File: config.mk
export PLATFORM = sky130hd
export DESIGN_NAME = touch_gesture_tracker_top
export DESIGN_NICKNAME = d
export VERILOG_FILES = /design/src/sv/tgt_pkg.sv /design/src/sv/touch_gesture_tracker_top.sv /design/src/sv/tgt_slot_mem.sv /design/src/sv/tgt_update.sv
export SDC_FILE = /design/constraint.sdc
export NUM_CORES = 2
export LEC_CHECK = 0
export BUFFER_PORTS_ARGS = -buffer_cell sky130_fd_sc_hd__buf_2
export CAP_MARGIN = 40
export CORE_MARGIN = 2
export CORE_UTILIZATION = 40
export CTS_CLUSTER_DIAMETER = 60
export DETAILED_ROUTE_END_ITERATION = 8
export GPL_TIMING_DRIVEN = 0
export SLEW_MARGIN = 10
export SYNTH_ARGS = -nofsm -noshare
export SYNTH_HDL_FRONTEND = slang
export SYNTH_SLANG_ARGS = --single-unit
File: constraint.sdc
create_clock -name clock -period 40.9 [get_ports clock]
set_input_delay 6.135 -clock clock [delete_from_list [all_inputs] [get_ports clock]]
set_output_delay 6.135 -clock clock [all_outputs]
set_load 0.02 [all_outputs]
File: src/sv/tgt_pkg.sv
// Shared types, gesture codes and register indexes of the touch gesture tracker.
package tgt_pkg;

   localparam int SLOT_W       = 3;
   localparam int COORD_W      = 16;
   localparam int TIME_W       = 32;
   localparam int STATE_W      = 4;
   localparam int CLICK_W      = 8;
   localparam int THR_W        = 8;
   localparam int HOLD_W       = 16;
   localparam int CSR_IDX_W    = 1;
   localparam int CSR_DATA_W   = 16;
   localparam int MAX_POINTS_DEFAULT = 8;

   // action codes
   localparam logic [1:0] ACT_PRESS   = 2'd0;
   localparam logic [1:0] ACT_RELEASE = 2'd1;
   localparam logic [1:0] ACT_TICK    = 2'd2;

   // configuration register indexes
   localparam logic [CSR_IDX_W-1:0] CSR_FLICK_THR = 1'd0;
   localparam logic [CSR_IDX_W-1:0] CSR_HOLD_TIME = 1'd1;

   localparam logic [THR_W-1:0]  FLICK_THR_RESET = 8'd8;
   localparam logic [HOLD_W-1:0] HOLD_TIME_RESET = 16'd500;

   // gesture state codes and bit masks
   localparam logic [STATE_W-1:0] ST_NONE        = 4'd0;
   localparam logic [STATE_W-1:0] ST_TOUCH       = 4'd1;
   localparam logic [STATE_W-1:0] ST_TOUCH_END   = 4'd2;
   localparam logic [STATE_W-1:0] ST_TOUCH_BEGIN = 4'd3;
   localparam logic [STATE_W-1:0] ST_HOLD_BEGIN  = 4'd7;
   localparam logic [STATE_W-1:0] ST_FLICK_BEGIN = 4'd11;
   localparam logic [STATE_W-1:0] M_TOUCH        = 4'd1;
   localparam logic [STATE_W-1:0] M_CHANGE       = 4'd2;
   localparam logic [STATE_W-1:0] M_MOVING       = 4'd8;

   typedef struct packed {
      logic [STATE_W-1:0] state;
      logic [COORD_W-1:0] x;
      logic [COORD_W-1:0] y;
      logic [COORD_W-1:0] prev_x;
      logic [COORD_W-1:0] prev_y;
      logic [COORD_W-1:0] base_x;
      logic [COORD_W-1:0] base_y;
      logic [TIME_W-1:0]  base_time;
      logic [CLICK_W-1:0] clicks;
      logic [COORD_W-1:0] size;
   } rec_type;

   typedef struct packed {
      logic [1:0]         action;
      logic [COORD_W-1:0] pos_x;
      logic [COORD_W-1:0] pos_y;
      logic [COORD_W-1:0] contact_size;
      logic [TIME_W-1:0]  time_ms;
   } evt_type;

endpackage

File: src/sv/touch_gesture_tracker_top.sv
// Top level of the touch gesture tracker: request pipeline, registers and result register.
//
// Each request carries one event for one touch slot (pressed sample, release or idle
// tick) and produces exactly one response with the slot's updated gesture state,
// positions, contact size, click count and whether the slot was active before the
// event. Slot records live in a small synchronous memory with a registered read: a
// request is accepted and its slot read into the memory's read register while the
// update stage captures the request; once that stage advances, the record is updated,
// written back and the response loaded into the output register. A request can follow
// every cycle while rsp_stall stays low; a write to a slot that the next request reads
// is forwarded, so back-to-back events on the same slot see each other. Slots at or
// above MAX_POINTS are ignored and return an all-zero response. The csr_ port writes
// flick_threshold (index 0) and hold_time_ms (index 1); write them only while no
// request is in flight.
module touch_gesture_tracker_top #(
   parameter int MAX_POINTS = tgt_pkg::MAX_POINTS_DEFAULT
) (
   input  logic                                clock,
   input  logic                                reset,
   // request channel
   input  logic                                req_valid,
   output logic                                req_stall,
   input  logic [1:0]                          req_action,
   input  logic [tgt_pkg::SLOT_W-1:0]          req_slot,
   input  logic signed [tgt_pkg::COORD_W-1:0]  req_pos_x,
   input  logic signed [tgt_pkg::COORD_W-1:0]  req_pos_y,
   input  logic [tgt_pkg::COORD_W-1:0]         req_contact_size,
   input  logic [tgt_pkg::TIME_W-1:0]          req_time_ms,
   // response channel
   output logic                                rsp_valid,
   input  logic                                rsp_stall,
   output logic [tgt_pkg::STATE_W-1:0]         rsp_gesture_state,
   output logic signed [tgt_pkg::COORD_W-1:0]  rsp_cur_x,
   output logic signed [tgt_pkg::COORD_W-1:0]  rsp_cur_y,
   output logic signed [tgt_pkg::COORD_W-1:0]  rsp_last_x,
   output logic signed [tgt_pkg::COORD_W-1:0]  rsp_last_y,
   output logic [tgt_pkg::COORD_W-1:0]         rsp_size_out,
   output logic [tgt_pkg::CLICK_W-1:0]         rsp_clicks,
   output logic                                rsp_active,
   // configuration write port
   input  logic                                csr_we,
   input  logic [tgt_pkg::CSR_IDX_W-1:0]       csr_index,
   input  logic [tgt_pkg::CSR_DATA_W-1:0]      csr_wdata
);
   import tgt_pkg::*;

   localparam int IDX_W = (MAX_POINTS > 1) ? $clog2(MAX_POINTS) : 1;
   localparam int EXT_W = SLOT_W + IDX_W;

   // configuration registers
   logic [THR_W-1:0]  flick_thr_ff;
   logic [HOLD_W-1:0] hold_time_ff;

   // update stage
   logic              s1_vld_ff;
   logic              s1_in_range_ff;
   logic [IDX_W-1:0]  s1_idx_ff;
   evt_type           s1_evt_ff;
   logic              s1_go;

   // response register
   logic              rsp_valid_ff;
   logic              rsp_valid_in;
   rec_type           rsp_rec_ff;
   logic              rsp_active_ff;

   logic              req_take;
   logic [EXT_W-1:0]  slot_ext;
   logic              slot_in_range;
   logic [IDX_W-1:0]  slot_idx;
   rec_type           cur_rec;
   rec_type           nxt_rec;
   logic              nxt_active;
   logic              wr_en;

   assign slot_ext      = EXT_W'(req_slot);
   assign slot_in_range = slot_ext < EXT_W'(MAX_POINTS);
   assign slot_idx      = slot_ext[IDX_W-1:0];

   // advance the update stage when the response register is free or being taken
   assign s1_go     = !rsp_valid_ff || !rsp_stall;
   assign req_stall = s1_vld_ff && !s1_go;
   assign req_take  = req_valid && !req_stall;
   assign wr_en     = s1_vld_ff && s1_go && s1_in_range_ff;

   always_ff @(posedge clock) begin
      if (reset) begin
         flick_thr_ff <= FLICK_THR_RESET;
         hold_time_ff <= HOLD_TIME_RESET;
      end else if (csr_we) begin
         case (csr_index)
            CSR_FLICK_THR: flick_thr_ff <= csr_wdata[THR_W-1:0];
            CSR_HOLD_TIME: hold_time_ff <= csr_wdata[HOLD_W-1:0];
            default: ;
         endcase
      end
   end

   tgt_slot_mem #(
      .DEPTH (MAX_POINTS),
      .IDX_W (IDX_W)
   ) u_mem (
      .clock  (clock),
      .reset  (reset),
      .rd_en  (req_take && slot_in_range),
      .rd_idx (slot_idx),
      .rd_rec (cur_rec),
      .wr_en  (wr_en),
      .wr_idx (s1_idx_ff),
      .wr_rec (nxt_rec)
   );

   tgt_update u_update (
      .cur_rec   (cur_rec),
      .evt       (s1_evt_ff),
      .flick_thr (flick_thr_ff),
      .hold_time (hold_time_ff),
      .nxt_rec   (nxt_rec),
      .active    (nxt_active)
   );

   // capture the request alongside its memory read
   always_ff @(posedge clock) begin
      if (reset) begin
         s1_vld_ff <= 1'b0;
      end else if (s1_go || !s1_vld_ff) begin
         s1_vld_ff <= req_take;
      end
   end

   always_ff @(posedge clock) begin
      if (req_take) begin
         s1_in_range_ff         <= slot_in_range;
         s1_idx_ff              <= slot_idx;
         s1_evt_ff.action       <= req_action;
         s1_evt_ff.pos_x        <= req_pos_x;
         s1_evt_ff.pos_y        <= req_pos_y;
         s1_evt_ff.contact_size <= req_contact_size;
         s1_evt_ff.time_ms      <= req_time_ms;
      end
   end

   // hold the response until taken; load the next one from the update stage
   always_comb begin
      rsp_valid_in = rsp_valid_ff;
      if (s1_go) begin
         rsp_valid_in = s1_vld_ff;
      end
   end

   always_ff @(posedge clock) begin
      if (reset) begin
         rsp_valid_ff <= 1'b0;
      end else begin
         rsp_valid_ff <= rsp_valid_in;
      end
   end

   always_ff @(posedge clock) begin
      if (s1_vld_ff && s1_go) begin
         // drop out-of-range slots to an all-zero response
         rsp_rec_ff    <= s1_in_range_ff ? nxt_rec : '0;
         rsp_active_ff <= s1_in_range_ff && nxt_active;
      end
   end

   assign rsp_valid         = rsp_valid_ff;
   assign rsp_gesture_state = rsp_rec_ff.state;
   assign rsp_cur_x         = $signed(rsp_rec_ff.x);
   assign rsp_cur_y         = $signed(rsp_rec_ff.y);
   assign rsp_last_x        = $signed(rsp_rec_ff.prev_x);
   assign rsp_last_y        = $signed(rsp_rec_ff.prev_y);
   assign rsp_size_out      = rsp_rec_ff.size;
   assign rsp_clicks        = rsp_rec_ff.clicks;
   assign rsp_active        = rsp_active_ff;

endmodule

File: src/sv/tgt_slot_mem.sv
// Slot record memory: registered read, per-entry valid bits, write-to-read forwarding.
module tgt_slot_mem #(
   parameter int DEPTH = tgt_pkg::MAX_POINTS_DEFAULT,
   parameter int IDX_W = tgt_pkg::SLOT_W
) (
   input  logic             clock,
   input  logic             reset,
   input  logic             rd_en,
   input  logic [IDX_W-1:0] rd_idx,
   output tgt_pkg::rec_type rd_rec,
   input  logic             wr_en,
   input  logic [IDX_W-1:0] wr_idx,
   input  tgt_pkg::rec_type wr_rec
);
   import tgt_pkg::*;

   rec_type          mem [DEPTH];
   logic [DEPTH-1:0] vld_ff;
   rec_type          rd_data_ff;
   logic             rd_vld_ff;
   logic             fwd_hit_ff;
   rec_type          fwd_rec_ff;

   always_ff @(posedge clock) begin
      if (wr_en) begin
         mem[wr_idx] <= wr_rec;
      end
      if (rd_en) begin
         rd_data_ff <= mem[rd_idx];
         fwd_rec_ff <= wr_rec;
      end
   end

   always_ff @(posedge clock) begin
      if (reset) begin
         vld_ff     <= '0;
         rd_vld_ff  <= 1'b0;
         fwd_hit_ff <= 1'b0;
      end else begin
         if (wr_en) begin
            vld_ff[wr_idx] <= 1'b1;
         end
         if (rd_en) begin
            rd_vld_ff  <= vld_ff[rd_idx];
            // a write to the same entry on the read edge is not yet in the array
            fwd_hit_ff <= wr_en && (wr_idx == rd_idx);
         end
      end
   end

   // entries never written read as the reset record
   assign rd_rec = fwd_hit_ff ? fwd_rec_ff : (rd_vld_ff ? rd_data_ff : '0);

endmodule

File: src/sv/tgt_update.sv
// Gesture update of one slot record for a press, release or tick event.
module tgt_update (
   input  tgt_pkg::rec_type               cur_rec,
   input  tgt_pkg::evt_type               evt,
   input  logic [tgt_pkg::THR_W-1:0]      flick_thr,
   input  logic [tgt_pkg::HOLD_W-1:0]     hold_time,
   output tgt_pkg::rec_type               nxt_rec,
   output logic                           active
);
   import tgt_pkg::*;

   logic [TIME_W-1:0]  elapsed;
   logic               over;
   logic signed [16:0] dx_s;
   logic signed [16:0] dy_s;
   logic [16:0]        dx;
   logic [16:0]        dy;
   logic [10:0]        far;
   logic               beyond_thr;
   logic               beyond_far;
   logic [STATE_W-1:0] tm;

   always_comb begin
      elapsed = evt.time_ms - cur_rec.base_time;
      over    = elapsed > {{(TIME_W-HOLD_W){1'b0}}, hold_time};
      dx_s    = $signed({cur_rec.base_x[15], cur_rec.base_x})
              - $signed({evt.pos_x[15], evt.pos_x});
      dy_s    = $signed({cur_rec.base_y[15], cur_rec.base_y})
              - $signed({evt.pos_y[15], evt.pos_y});
      dx      = dx_s[16] ? 17'(-dx_s) : 17'(dx_s);
      dy      = dy_s[16] ? 17'(-dy_s) : 17'(dy_s);
      far     = {(9'({1'b0, flick_thr}) + 9'd1), 2'b00};
      beyond_thr = (dx > 17'(flick_thr)) || (dy > 17'(flick_thr));
      beyond_far = (dx > 17'(far)) || (dy > 17'(far));

      nxt_rec = cur_rec;
      active  = 1'b0;
      tm      = cur_rec.state;

      case (evt.action)
         ACT_PRESS: begin
            active = cur_rec.state != ST_NONE;
            tm     = cur_rec.state & ~M_CHANGE;
            nxt_rec.prev_x = cur_rec.x;
            nxt_rec.prev_y = cur_rec.y;
            nxt_rec.size   = evt.contact_size;
            if ((tm & M_MOVING) == ST_NONE) begin
               if ((tm & M_TOUCH) != ST_NONE) begin
                  if (beyond_thr) begin
                     nxt_rec.prev_x = cur_rec.base_x;
                     nxt_rec.prev_y = cur_rec.base_y;
                     tm = tm | ST_FLICK_BEGIN;
                  end else if (tm == ST_TOUCH && over) begin
                     tm = ST_HOLD_BEGIN;
                  end
               end else begin
                  // new touch: rebase, drop the click run after a pause or a far jump
                  nxt_rec.x = evt.pos_x;
                  nxt_rec.y = evt.pos_y;
                  tm = ST_TOUCH_BEGIN;
                  if (over || beyond_far) begin
                     nxt_rec.clicks = '0;
                  end
                  nxt_rec.base_time = evt.time_ms;
                  nxt_rec.base_x    = evt.pos_x;
                  nxt_rec.base_y    = evt.pos_y;
                  nxt_rec.prev_x    = evt.pos_x;
                  nxt_rec.prev_y    = evt.pos_y;
               end
            end
            if ((tm & M_MOVING) != ST_NONE) begin
               nxt_rec.x = evt.pos_x;
               nxt_rec.y = evt.pos_y;
            end
         end
         ACT_RELEASE: begin
            if (cur_rec.state != ST_NONE) begin
               active = 1'b1;
               tm     = cur_rec.state & ~M_CHANGE;
               tm     = ((tm & M_TOUCH) != ST_NONE) ? ((tm | M_CHANGE) & ~M_TOUCH) : ST_NONE;
               if (tm == ST_TOUCH_END) begin
                  nxt_rec.base_time = evt.time_ms;
                  nxt_rec.clicks    = cur_rec.clicks + 8'd1;
               end
            end
         end
         ACT_TICK: begin
            if (cur_rec.state != ST_NONE) begin
               active = 1'b1;
               tm     = cur_rec.state;
               if (tm != ST_TOUCH_END) begin
                  tm = tm & ~M_CHANGE;
               end
               if ((tm & M_TOUCH) != ST_NONE) begin
                  nxt_rec.prev_x = cur_rec.x;
                  nxt_rec.prev_y = cur_rec.y;
                  if (tm == ST_TOUCH && over) begin
                     tm = ST_HOLD_BEGIN;
                  end
               end else if (tm != ST_TOUCH_END) begin
                  tm = ST_NONE;
               end
            end
         end
         default: begin
            tm = cur_rec.state;
         end
      endcase

      nxt_rec.state = tm;
   end

endmodule

; Yosys cells after proc, flatten, opt, wreduce, memory -nomap -nowiden
; Memories as Yosys holds them, arrays and structs flattened. A register that Yosys moved wholly into a read port is not among the register bits.
; Cells that the tools add are included.
[totals]
reg_bits = 371
latch_bits = 0
ram_bits = 1248
mem_bits_ro = 0
input_bits = 107
output_inout_bits = 95
elab_cells = 128
memories = 1
[memory_table]
columns = name, depth, width, rd, rd_ports_with_merged_regs, write_ports, line_no
row1 = u_mem.mem, 8, 156, 1, 1, 1, tgt_slot_mem.sv:17  ; rec_type mem [DEPTH];
[classes]
n_addsub = 7
mul = 0
n_div = 0
order_cmp = 9
n_eq_ne = 8
n_shift = 0
muxes = 43
n_bitwise = 2
reduce_logical = 26
[op_table]
columns = operator, count
row1 = $mux W156, 2
row2 = $mux W32, 8
row3 = $mux W136, 1
row4 = $mux W40, 2
row5 = $pmux W40 S2, 1
row6 = $mux W72, 1
row7 = $pmux W32 S2, 1
row8 = $mux W4, 13
row9 = $gt A17 B11 Y1, 2
row10 = $gt A17 B8 Y1, 2
row11 = $mux W17, 2
row12 = $neg A17 Y17, 2
row13 = $sub A16 B16 Y17, 2
row14 = $gt A32 B16 Y1, 1
row15 = $sub A32 B32 Y32, 1
row16 = $mux W16, 1
row17 = $lt A3 B4 Y1 const B, 3
row18 = $pmux W4 S3, 1
row19 = $logic_and A1 B1 Y1, 10
row20 = $add A8 B1 Y9 const B, 1
row21 = $add A8 B1 Y8 const B, 1
row22 = $mux W8, 1
row23 = $ne A4 B2 Y1 const B, 2
row24 = $or A8 B8 Y8, 1
row25 = other kinds (20), 33

; Longest topological paths before layout
[logic_depth]
ltp_word = 13
mapped_depth = 32
depth_no_buf = 25

; Hierarchy
; A second synthesis with hierarchy kept.
[unflattened]
hier_cells = 4113
area_unflattened_um2 = 74546.5
[modules_own_cells]
columns = module, n_inst, cells_per_inst, area_per_inst_um2, seq_area_each_um2
row1 = tgt_slot_mem, 1, 2358, 58085.7, 47045.1
row2 = tgt_update, 1, 1467, 9979.6, 0.0
row3 = touch_gesture_tracker_top, 1, 288, 6481.2, 5865.6

; Least setup slack after synthesis
; OpenSTA, ideal clock, no wires.
[synth_timing]
kind = input -> register
from = input port rsp_stall
to = register u_mem.fwd_hit_ff
setup_ns = 0.145
arrival_ns = 24.045
required_ns = 40.755
slack_ns = 16.710
cell_stages = 5
path_buffers = 0
path_cell_list = nand3_1 > inv_1 > nor2_1 > mux2i_1 > nor2_1
[synth_via]
elab_chain_cells = 7
word_cells_on_any_way = 10
cone_classes = reduce/logical (10)
[synth_lines]
columns = element, line_no
row1 = from (decl), touch_gesture_tracker_top.sv:31  ; input logic rsp_stall,
row2 = $logic_not A1 Y1, touch_gesture_tracker_top.sv:81  ; assign s1_go = !rsp_valid_ff || !rsp_stall;
row3 = $logic_or A1 B1 Y1, touch_gesture_tracker_top.sv:81
row4 = $logic_not A1 Y1, touch_gesture_tracker_top.sv:82  ; assign req_stall = s1_vld_ff && !s1_go;
row5 = $logic_and A1 B1 Y1, touch_gesture_tracker_top.sv:82
row6 = net req_stall, touch_gesture_tracker_top.sv:22  ; output logic req_stall,
row7 = $logic_not A1 Y1, touch_gesture_tracker_top.sv:83  ; assign req_take = req_valid && !req_stall;
row8 = $logic_and A1 B1 Y1, touch_gesture_tracker_top.sv:83
row9 = net req_take, touch_gesture_tracker_top.sv:67  ; logic req_take;
row10 = $logic_and A1 B1 Y1, touch_gesture_tracker_top.sv:105  ; .rd_en (req_take && slot_in_range),
row11 = to (signal assigned), tgt_slot_mem.sv:46  ; fwd_hit_ff <= wr_en && (wr_idx == rd_idx);
row12 = to (decl), tgt_slot_mem.sv:21  ; logic fwd_hit_ff;
; The timed path passes the listed nets, and every way through them passes these cells.
; A chain may end at the register's enable or synchronous reset.

; Worst setup path in the final report
[layout_timing]
from = input port rsp_stall
to = output port req_stall
[layout_via]
elab_chain_cells = 4
[layout_lines]
columns = element, line_no
row1 = $logic_not A1 Y1, touch_gesture_tracker_top.sv:81
row2 = $logic_or A1 B1 Y1, touch_gesture_tracker_top.sv:81
row3 = $logic_not A1 Y1, touch_gesture_tracker_top.sv:82
row4 = $logic_and A1 B1 Y1, touch_gesture_tracker_top.sv:82
row5 = to (decl), touch_gesture_tracker_top.sv:22
; Every way passes these cells.

==> summary.md <==
| Metric | Value |
|---|---|
| Number of enable-type register cells in the synthesized netlist | between 1500 and 2000 |
| Netlist Area Pre-Place | approximately 73000 sq um |
| Number of antenna violations at the first check in global routing | 6 |
| CP Launch Type | primary input |
| Count of antenna-violating nets left after detailed routing | 0 |
| Growth of design area from synthesis to finish | 18.2% |
| Setup CP Type | primary input to primary output |
| Final setup vio count | 0 |
| Violation count after the first detailed-route iteration | about 4700 |
| Sort of element at the end of the critical path | primary output |
| Path type of the worst min-delay path | register to register |
| Max Buffers Root-to-Sink | 3 |
| Filler instances | 15130 |
| Post-Route Skew | 35.7 ps |
| Hold Path Cell Cnt | 2 |
| Launch point of the critical path | rsp_stall |
| Buffers added on ports | 200 |
| Detailed-route vias per instance | approximately 5.7 |
| Synthesized area divided by synthesized cell count | approximately 18 sq um |
| Headroom to the max-slew limit | 29.6% |
| Drt drc | 0 |
| Vias in the first global route | between 40000 and 50000 |
| Setup repair after global routing missed its margin | false |
| Dpl cells | 6860 |
| Result of the run | complete, no violations |
| VDD IR-drop max | roughly 0.035 mV |
| Die ar. | approximately 190000 sq um |
| Weighted congestion reported at the end of routability-driven placement | roughly 0.94 |
| Final cycle utilization of the critical path | between 30% and 40% |
| Top cell type's share of synthesized area | a little under three quarters |
| Beginning of the worst register-to-register path | u_mem.fwd_hit_ff |
| CTS tree | yes |
| Vias after detailed routing | between 40000 and 50000 |
| Static leakage power | roughly 29 nW |
| Clock slew seen by the registers of the worst setup and hold paths | around 60 ps |
| Number of post-CTS setup repair buffers | 0 |
| Gates resized, CTS repair | 0 |
| Post-route cell area | slightly below 90000 sq um |
| Crit path setup slack, layout | between 20000 and 30000 ps |
| Yosys warns | 0 |
| Layout cells sized above 1 | a little over a quarter |
| Ranking of synthesized cells by area | sky130_fd_sc_hd__edfxtp_1 71%, sky130_fd_sc_hd__mux4_2 9.7%, sky130_fd_sc_hd__mux2_2 2.5% |
| Depth of the worst register-to-register path | 26 |
| Critical Path AT | 6620 ps |
| First-pass iteration count of the detailed router | 7 |
| Deepest level of the CTS H-tree | 4 |
| Time the worst path needs with I/O delays and setup | 12760 ps |
| Worst-path fanout max | 3 |
| Number of buffers added by the clock tree synthesis step | 192 |
| Initial Util | 40.1% |
| Total track usage | between 20% and 30% |
| Synth unique cells | just over 100 |
| Aggregate global routing overflow | 0 |
| Net count after synthesis | 4276 |
| Core Box Area | around 180000 sq um |
| Count of nets after finishing | a little under 5000 |
| Placed wire-length estimate | 146000 um |
| Setup TNS after final layout | 0 ps |
| Worst hold margin | roughly 450 ps |
| Register area share after synthesis | 72.3% |
| Cell chosen for the clock root | sky130_fd_sc_hd__clkbuf_16 |
| Peak clock frequency supported by timing | ~80 MHz |
| Hold-fix buffers at CTS | 0 |
| Prevailing post-synth register cell | sky130_fd_sc_hd__edfxtp_1 |
| Number of synthesized register bits | approximately 1800 |
| Routed wire length per instance | 28.4 um |
| Total of max-cap violations | 0 |
| Areal power density over the cells | ~48 nW/um^2 |
| Ys async rst share | 0% |
| Number of pins exceeding their max-slew limit in the final report | 0 |
| Commonest cells in the netlist | 1738 x sky130_fd_sc_hd__edfxtp_1, 314 x sky130_fd_sc_hd__mux4_2, 181 x sky130_fd_sc_hd__nor2_1 |
| CTS sink cnt | 1774 |
| Die span in y | 432 um |
| Biggest area consumer among synthesized cells | sky130_fd_sc_hd__edfxtp_1 |
| Cell with the most instances after synthesis | sky130_fd_sc_hd__edfxtp_1 |
| Hold path startpoint | hold_time_ff[14] |
| Final cell count without fillers | slightly above 7000 |
| Largest net degree at the start of global routing | between 40 and 50 |
| First-pass GRT wire length | slightly below 300000 um |
| Placed inst area | just over 80000 sq um |
| Insertion delay of the later-clocked pin in the worst-skew pair | about 840 ps |
| Routed WL | about 200000 um |
| Count of mapped cells out of synthesis | slightly above 4000 |
| Least-Margin Pin Slew | 1060 ps |
| Die Width | about 430 um |
| Ports placed on the boundary | roughly 200 |
| Setup slack after placement | ~28000 ps |
| Required time reported for the critical path endpoint | roughly 35000 ps |
| Number of hold violations in the final report | 0 |
| Cell row count | between 150 and 200 |
## worst max-delay path, cell delays in order
cell and delay (ps):
sky130_fd_sc_hd__buf_2 100, sky130_fd_sc_hd__nand3_1 90, sky130_fd_sc_hd__inv_1 120, sky130_fd_sc_hd__buf_2 180
## report_power, final
part           switching [W]  total (W)  internal, W
combinational       0.000233   0.000372     0.000139
clock               0.000722    0.00168     0.000959
sequential         0.0000260    0.00210      0.00207
total               0.000981    0.00415      0.00317
## layout by cell type (no fill, tap or decap), types with 15 or more instances in the layout
cell type / Yosys / routed
sky130_fd_sc_hd__buf_12: 0 / 49
sky130_fd_sc_hd__xor2_1: 24 / 24
sky130_fd_sc_hd__mux2_2: 161 / 161
sky130_fd_sc_hd__a211oi_1: 22 / 22
sky130_fd_sc_hd__xnor2_1: 44 / 44
sky130_fd_sc_hd__nand4_1: 24 / 24
sky130_fd_sc_hd__mux4_2: 314 / 314
sky130_fd_sc_hd__a31oi_1: 23 / 23
sky130_fd_sc_hd__nor2_1: 181 / 174
sky130_fd_sc_hd__buf_1: 53 / 52
sky130_fd_sc_hd__o22ai_1: 18 / 18
sky130_fd_sc_hd__mux2_1: 18 / 18
sky130_fd_sc_hd__inv_1: 99 / 98
sky130_fd_sc_hd__clkinv_2: 0 / 31
sky130_fd_sc_hd__buf_16: 0 / 21
sky130_fd_sc_hd__a21oi_1: 146 / 146
sky130_fd_sc_hd__a221oi_1: 30 / 30
sky130_fd_sc_hd__buf_2: 15 / 233
sky130_fd_sc_hd__o21a_1: 15 / 15
sky130_fd_sc_hd__o211ai_1: 19 / 19
sky130_fd_sc_hd__buf_6: 4 / 47
sky130_fd_sc_hd__clkbuf_1: 133 / 164
sky130_fd_sc_hd__dfxtp_1: 36 / 36
sky130_fd_sc_hd__or3_1: 16 / 16
sky130_fd_sc_hd__clkinv_1: 0 / 42
sky130_fd_sc_hd__nand2_1: 174 / 174
sky130_fd_sc_hd__o21ai_0: 111 / 110
sky130_fd_sc_hd__buf_8: 1 / 35
sky130_fd_sc_hd__edfxtp_1: 1738 / 1738
sky130_fd_sc_hd__nand3_1: 50 / 50
sky130_fd_sc_hd__ha_1: 115 / 115
sky130_fd_sc_hd__a22oi_1: 92 / 92
sky130_fd_sc_hd__a21o_1: 24 / 24
sky130_fd_sc_hd__nor3_1: 22 / 19
sky130_fd_sc_hd__buf_4: 2 / 68
sky130_fd_sc_hd__a221o_1: 18 / 18
sky130_fd_sc_hd__a22o_1: 68 / 68
sky130_fd_sc_hd__clkbuf_16: 0 / 195
sky130_fd_sc_hd__nor2b_1: 22 / 22
sky130_fd_sc_hd__mux2i_1: 26 / 26
## sequential cells by signal (all words and copies together) (netlist names), 82 cells and up
signal,flops
u_mem.mem,1248
u_mem.fwd_rec_ff,156
u_mem.rd_data_ff,156
s1_evt_ff,82
## logic make-up (layout without fill, tap and decap cells)
family / Yosys count / count (layout) / synth area share (%)
flip-flops: 1774 / 1774 / 72.3
AO/OA/AOI/OAI: 681 / 681 / 6.57
AND/OR/NAND/NOR: 583 / 583 / 3.86
multiplexers: 519 / 519 / 12.8
buffers and inverters: 307 / 1089 / 1.67
adder cells (fa/ha/maj): 118 / 118 / 2.05
XOR/XNOR: 69 / 69 / 0.836
other: 0 / 2 / 0
## area by class of cell
type | count | area, sq um | share of cell area, %
antenna | 2 | 5.00 | 0.00578
buffer | 208 | 852 | 0.984
clock buffer | 233 | 5070 | 5.86
clock inverter | 119 | 1050 | 1.21
inverter | 99 | 377 | 0.435
multi-input combinational | 1970 | 19200 | 22.2
sequential | 1774 | 52900 | 61.1
tap | 2385 | 2980 | 3.45
timing repair buffer | 430 | 4140 | 4.78
## layer usage
layer / part of all wire (%) / global-route usage [%]
met2: 48 / 34.9
met1: 42 / 30.4
met3: 6.7 / 3.46
met5: 0.0063 / 0
met4: 3.5 / 7.74
## per-stage QoR
step                utilization, %  power, W
finish                        47.4   0.00415
global placement              42.3   0.00251
floorplan                        -   0.00236
detailed placement            44.1   0.00250
global route                  47.4   0.00429
CTS                           47.4   0.00418
## final timing paths
path,endpoint,slack (ps)
worst max-delay path,req_stall,28140
worst min-delay path,hold_time_ff[14],450
worst max register to register,u_mem.mem[0][16],31460
worst min register to register,hold_time_ff[14],450
Note: power is estimated with default switching activity, not from simulation.
